--- config.mk ---
export PLATFORM = sky130hd
export DESIGN_NAME = dct8_front
export DESIGN_NICKNAME = d
export VERILOG_FILES = /design/src/hw/rtl/dct8_pkg.sv /design/src/hw/rtl/dct8_front.sv
export SDC_FILE = /design/constraint.sdc
export NUM_CORES = 1
export LEC_CHECK = 0
export BUFFER_PORTS_ARGS = -buffer_cell sky130_fd_sc_hd__buf_2
export CORE_AREA = 5 5 56 53
export CTS_CLUSTER_DIAMETER = 120
export DETAILED_ROUTE_END_ITERATION = 8
export DIE_AREA = 0 0 61 58
export PLACE_DENSITY = 0.78
export SLEW_MARGIN = 0
export SYNTH_ARGS = -nofsm -noshare
export SYNTH_HDL_FRONTEND = slang
export SYNTH_SLANG_ARGS = --single-unit
--- constraint.sdc ---
create_clock -name clk_i -period 2.05 [get_ports clk_i]
set_clock_uncertainty 0.15 [all_clocks]
set_input_delay 0.205 -clock clk_i [delete_from_list [all_inputs] [get_ports clk_i]]
set_output_delay 0.205 -clock clk_i [all_outputs]
set_load 0.1 [all_outputs]
--- src/hw/rtl/dct8_pkg.sv ---
// ----------------------------------------------------------------------------
// dct8_pkg: shared types and constants for the 8x8 fixed-point DCT
// Holds the cosine basis table and the block-handoff descriptor type.
// ----------------------------------------------------------------------------
package dct8_pkg;

  localparam int unsigned BlkN    = 8;
  localparam int unsigned BlkSize = 64;
  localparam int unsigned AddrW   = 6;
  localparam int unsigned SampleW = 16;
  localparam int unsigned RowW    = 18;
  localparam int unsigned CoefW   = 20;
  localparam int unsigned BasisW  = 17;

  // Descriptor of one loaded block handed from the front end to the back end.
  typedef struct packed {
    logic bank;
  } blk_desc_t;

  // Basis row k (1..7) at input n; k = 0 handled separately (plain sum).
  function automatic logic signed [BasisW-1:0] basis(input logic [2:0] k,
                                                     input logic [2:0] n);
    logic signed [BasisW-1:0] c1, c2, c3, c4, c6, c7;
    logic signed [BasisW-1:0] r;
    begin
      c1 = 17'sd32138; c2 = 17'sd30273; c3 = 17'sd27245;
      c4 = 17'sd23170; c6 = 17'sd12539; c7 = 17'sd18204;
      r  = '0;
      case (k)
        3'd1: begin
          case (n)
            3'd0: r = c1;   3'd1: r = c3;   3'd2: r = c7;  3'd3: r = 17'sd6392;
            3'd4: r = -17'sd6392; 3'd5: r = -c7; 3'd6: r = -c3;
            default: r = -c1;
          endcase
        end
        3'd2: begin
          case (n)
            3'd0, 3'd7: r = c2;
            3'd1, 3'd6: r = c6;
            3'd2, 3'd5: r = -c6;
            default: r = -c2;
          endcase
        end
        3'd3: begin
          case (n)
            3'd0: r = c3; 3'd1: r = -17'sd6392; 3'd2: r = -c1; 3'd3: r = -c7;
            3'd4: r = c7; 3'd5: r = c1; 3'd6: r = 17'sd6392;
            default: r = -c3;
          endcase
        end
        3'd4: begin
          case (n)
            3'd0, 3'd3, 3'd4, 3'd7: r = c4;
            default: r = -c4;
          endcase
        end
        3'd5: begin
          case (n)
            3'd0: r = c7; 3'd1: r = -c1; 3'd2: r = 17'sd6392; 3'd3: r = c3;
            3'd4: r = -c3; 3'd5: r = -17'sd6392; 3'd6: r = c1;
            default: r = -c7;
          endcase
        end
        3'd6: begin
          case (n)
            3'd0, 3'd3, 3'd4, 3'd7: r = (n == 3'd0 || n == 3'd7) ? c6 : -c6;
            3'd1, 3'd6: r = -c2;
            default: r = c2;
          endcase
        end
        3'd7: begin
          case (n)
            3'd0: r = 17'sd6392; 3'd1: r = -c7; 3'd2: r = c3; 3'd3: r = -c1;
            3'd4: r = c1; 3'd5: r = -c3; 3'd6: r = c7;
            default: r = -17'sd6392;
          endcase
        end
        default: r = '0;
      endcase
      return r;
    end
  endfunction

endpackage

--- src/hw/rtl/dct8_front.sv ---
// ----------------------------------------------------------------------------
// dct8_front: sample loader
// Writes samples into a ping-pong pair of sample banks and posts a
// descriptor for each completed block into a two-entry queue.
// ----------------------------------------------------------------------------
module dct8_front (
  input  logic                        clk_i,
  input  logic                        rst_ni,
  input  logic                        sample_valid_i,
  output logic                        sample_ready_o,
  input  logic [dct8_pkg::SampleW-1:0] sample_i,
  // write port to sample banks
  output logic                        wr_en_o,
  output logic [dct8_pkg::AddrW:0]    wr_addr_o,
  output logic [dct8_pkg::SampleW-1:0] wr_data_o,
  // descriptor queue
  output logic                        desc_valid_o,
  input  logic                        desc_ready_i,
  output dct8_pkg::blk_desc_t         desc_o,
  // bank freed by back end
  input  logic                        bank_free_i
);

  logic [dct8_pkg::AddrW-1:0] load_count_q, load_count_d;
  logic                       bank_q, bank_d;
  logic [1:0]                 busy_q, busy_d;   // banks holding a block
  logic [1:0]                 qcnt_q, qcnt_d;
  logic [1:0]                 qbank_q, qbank_d;
  logic                       qhead_q, qhead_d;
  logic                       acc;
  logic                       push, pop;

  assign sample_ready_o = !busy_q[bank_q];
  assign acc       = sample_valid_i && sample_ready_o;
  assign push      = acc && (load_count_q == '1);
  assign pop       = desc_valid_o && desc_ready_i;
  assign wr_en_o   = acc;
  assign wr_addr_o = {bank_q, load_count_q};
  assign wr_data_o = sample_i;
  assign desc_valid_o = (qcnt_q != 2'd0);
  assign desc_o.bank  = qbank_q[qhead_q];

  always_comb begin
    load_count_d = load_count_q;
    bank_d       = bank_q;
    busy_d       = busy_q;
    qcnt_d       = qcnt_q;
    qbank_d      = qbank_q;
    qhead_d      = qhead_q;
    if (acc) begin
      load_count_d = load_count_q + 1'b1;
    end
    if (pop) begin
      qhead_d = !qhead_q;
    end
    if (bank_free_i) begin
      busy_d[!bank_q ^ busy_q[bank_q]] = 1'b0;
    end
    if (push) begin
      busy_d[bank_q]             = 1'b1;
      qbank_d[qhead_q ^ qcnt_q[0]] = bank_q;
      bank_d                     = !bank_q;
    end
    qcnt_d = qcnt_q + {1'b0, push} - {1'b0, pop};
  end

  always_ff @(posedge clk_i or negedge rst_ni) begin
    if (!rst_ni) begin
      load_count_q <= '0;
      bank_q       <= 1'b0;
      busy_q       <= '0;
      qcnt_q       <= '0;
      qbank_q      <= '0;
      qhead_q      <= 1'b0;
    end else begin
      load_count_q <= load_count_d;
      bank_q       <= bank_d;
      busy_q       <= busy_d;
      qcnt_q       <= qcnt_d;
      qbank_q      <= qbank_d;
      qhead_q      <= qhead_d;
    end
  end

endmodule

==> Flow_metrics.wiki <==
{| class="wikitable"
! Metric !! Value
|-
| Detailed Routing Iterations Pass 1 || 4
|-
| Largest voltage drop on the vdd net || 1.08 mV
|-
| Antenna diode count || 0
|-
| Crit path kind || reg2reg
|-
| Type of element capturing the critical path || register
|-
| Maximum clock insertion buffer count || 2
|-
| Drt first-iter violations || 7
|-
| Post-route clock period utilization || 94.1%
|-
| Routed wire per std cell || ~13 um
|-
| Hold Violations, Final || 0
|-
| Fraction of power consumed by combinational cells || between 60% and 70%
|-
| Largest fanout of any net on the critical path || 4
|-
| Chip height || 58 um
|-
| CP Launch Type || register
|-
| Number of different library cells in the post-synthesis netlist || 23
|-
| TritonCTS clock tree || done
|-
| Non-filler instance count after layout || 108
|-
| Required time reported for the critical path endpoint || 2060 ps
|-
| Leak Pwr || 0.000411 uW
|-
| Vias per Instance || 4.75
|-
| Share of cells above drive strength 1 || around 44%
|-
| Number of nets with antenna violations after routing || 0
|-
| Internal cell power || 716 uW
|-
| Floorplan core area || ~2300 um2
|-
| Number of max-slew violations in the final report || 0
|-
| Type of the most critical hold path || in2reg
|-
| Ports || 48
|-
| Total of buffers placed on input and output ports || 15
|-
| Wire length of the first global-routing pass || about 2.4 mm
|-
| Total via count after detailed routing || 513
|-
| Horizontal die dimension || 61 um
|-
| GR Overflow Total || 0
|-
| Final critical-path setup slack || 122 ps
|-
| Shortest period the worst path allows || 1930 ps
|-
| Pin count of the biggest net entering global routing || 15
|-
| Sum of routed wire length over all layers || around 1.4 mm
|-
| Clock share of power || around a tenth
|-
| Flop and latch count out of synthesis || 14
|-
| Net switching power || 924 uW
|-
| Library cell used as clock root buffer || clkbuf_4
|-
| Worst skew pair latency || 270 ps
|-
| Via count of the first global-routing pass || around 530
|-
| Fin nets || approximately 110
|-
| Sink count of the clock tree || 14
|-
| Site Rows || 17
|-
| Data arrival time of the critical path || 1940 ps
|-
| Switching share of power || 56.3%
|-
| Starting utilization of the core area || 35.7%
|-
| Cell area power density || 1770 nW/um2
|-
| Sequential cell area fraction in the yosys report || 41.9%
|-
| Final weighted congestion in routability-driven placement || 0.721
|-
| Clock H-tree levels || 1
|-
| Die Area || approximately 3500 um2
|-
| Count of synthesis-stage warnings from yosys || 0
|-
| Setup slack at placement || 47.3 ps
|-
| Number of CTS-inserted buffers || 3
|-
| Number of endpoints failing setup at the final stage || 0
|-
| All-layer global routing usage || under 10%
|-
| Worst-margin pin slew || 489 ps
|-
| F_max || 519 MHz
|-
| Post-detail-place hpwl || 1.04 mm
|-
| Syn Nets || 98
|-
| Total power after layout || 1640 uW
|-
| Post-route DRC violation count || 0
|-
| Max transition margin || 67.6%
|-
| Number of instances in the synthesized netlist || between 70 and 80
|-
| Status || completed
|-
| Clock transition at the registers of the reported paths || 90 ps
|-
| Area Growth Syn to Fin || 10.9%
|-
| Cell count after placement || 101
|-
| Unrepaired setup endpoints after global routing || false
|-
| Synthesized area per cell || 11.3 um2
|-
| Post-synthesis cell area || approximately 840 um2
|-
| Antenna violations before repair || 0
|-
| Max-cap violation count || 0
|-
| Sequential group share of total power || 29.2%
|}
==> worst paths after layout <==
| kind | from | to | slack (ps) | depth (start not counted) |
|---|---|---|---|---|
| max in group asynchronous | rst_ni | load_count_q[0] | 1310 | 2 |
| worst min register to register | qcnt_q[1] | qcnt_q[1] | 330 | 1 |
| worst min-delay path | bank_free_i | busy_q[1] | 100 | 3 |
| worst max register to register | load_count_q[1] | qcnt_q[1] | 120 | 8 |
| min in group asynchronous | rst_ni | load_count_q[5] | 180 | 2 |
| worst max-delay path | load_count_q[1] | qcnt_q[1] | 120 | 8 |
==> critical path: stages, from the launching register on <==
cell     delay, ps
dfrtp_2        380
ha_2           180
and3_4         200
nand4_1        130
ha_1           310
inv_1           40
ha_2           170
xnor2_2        130
xnor2_1        130
==> sequential cells by signal, summed over array words and instances (netlist names) <==
register / count
bank_q: 1
qcnt_q: 2
load_count_q: 6
qbank_q: 2
qhead_q: 1
busy_q: 2
==> routing by layer <==
metal  vias up  part of all wire [%]  GRT usage, %
met4         0                     0          4.33
met3         0                   9.2          2.90
met2        25                    45          11.8
met1       244                    46          12.8
met5         -                     0             0
li1        244                     -             -
==> cell families after synthesis <==
logic type      Yosys count  share of synthesized area [%]
compound gates            4                           4.49
buf+inv                  21                           18.0
simple gates             17                           12.6
flops                    14                           41.9
fa+ha+maj                 3                           4.49
mux                       5                           8.08
xor+xnor                 10                           10.5
==> timing repair <==
| item | in CTS | in global routing |
|---|---|---|
| endpoints found under the setup margin | 0 | 1 |
| gates resized for setup | 0 | 4 |
| endpoints found under the hold margin | 14 | 0 |
| hold buffers | 1 | 0 |
| setup buffers | 0 | 2 |
==> cells in the mapped netlist (all sizes together) <==
master / instances / area, um2
a21boi: 1 / 7.51
nand4: 3 / 18.8
o2bb2ai: 1 / 8.76
mux2i: 1 / 22.5
inv: 3 / 11.3
xnor2: 9 / 78.8
and2: 3 / 18.8
nand2: 3 / 13.8
o21ai: 1 / 5.00
o32ai: 1 / 16.3
or2: 1 / 6.26
and3: 3 / 18.8
buf: 18 / 139
xor2: 1 / 8.76
nand3: 3 / 20.0
dfrtp: 14 / 350
ha: 3 / 37.5
nand4b: 1 / 8.76
mux2: 4 / 45.0
==> power by group through the flow <==
stage / logic, uW / registers, uW / clock network (uW)
global route: 1050 / 496 / 179
detailed placement: 942 / 491 / 0
finish: 1000 / 479 / 162
CTS: 948 / 486 / 164
global placement: 931 / 484 / 0
floorplan: 533 / 894 / 0
==> per-stage QoR <==
stage / cell area, um2 / hold slack, ps / setup TNS, ps / utilization, %
2_1_floorplan: 845 / -241 / -1190 / -
3_3_place_gp: 861 / -39.7 / 0 / 36.8
3_5_place_dp: 861 / -34.6 / 0 / 36.8
4_1_cts: 897 / 95.3 / 0 / 38.3
5_1_grt: 927 / 130 / 0 / 39.6
6_report: 927 / 100 / 0 / 39.6
==> layout by cell type, fill, tap and decap left out <==
cell and count:
buf_4 4, ha_1 1, mux2_2 1, dfrtp_1 12, clkinvlp_4 1, o2bb2ai_1 1
o21ai_0 1, buf_12 2, nand3_2 1, xnor2_1 8, xor2_1 1, o32ai_2 1
and3_1 2, nand2_2 1, dfrtp_2 2, clkbuf_1 1, dlygate4sd3_1 1, nand4_1 3
nand2_1 2, mux2i_4 1, xnor2_2 1, nand3_1 2, clkbuf_4 3, or2_2 1
nand4b_1 1, inv_1 2, a21boi_0 1, buf_2 13, ha_2 2, and2_1 3
mux2_1 3, and3_4 1
==> cell type report <==
cell class              instances  area [um2]
well taps                      28        35.0
inverters                       3        15.0
flip-flops and latches         14         353
clock buffers                   4        26.3
repair buffers                 20         145
multi-input cells              39         353
fillers                       242        1410
Power figures use the tool's default switching activity.
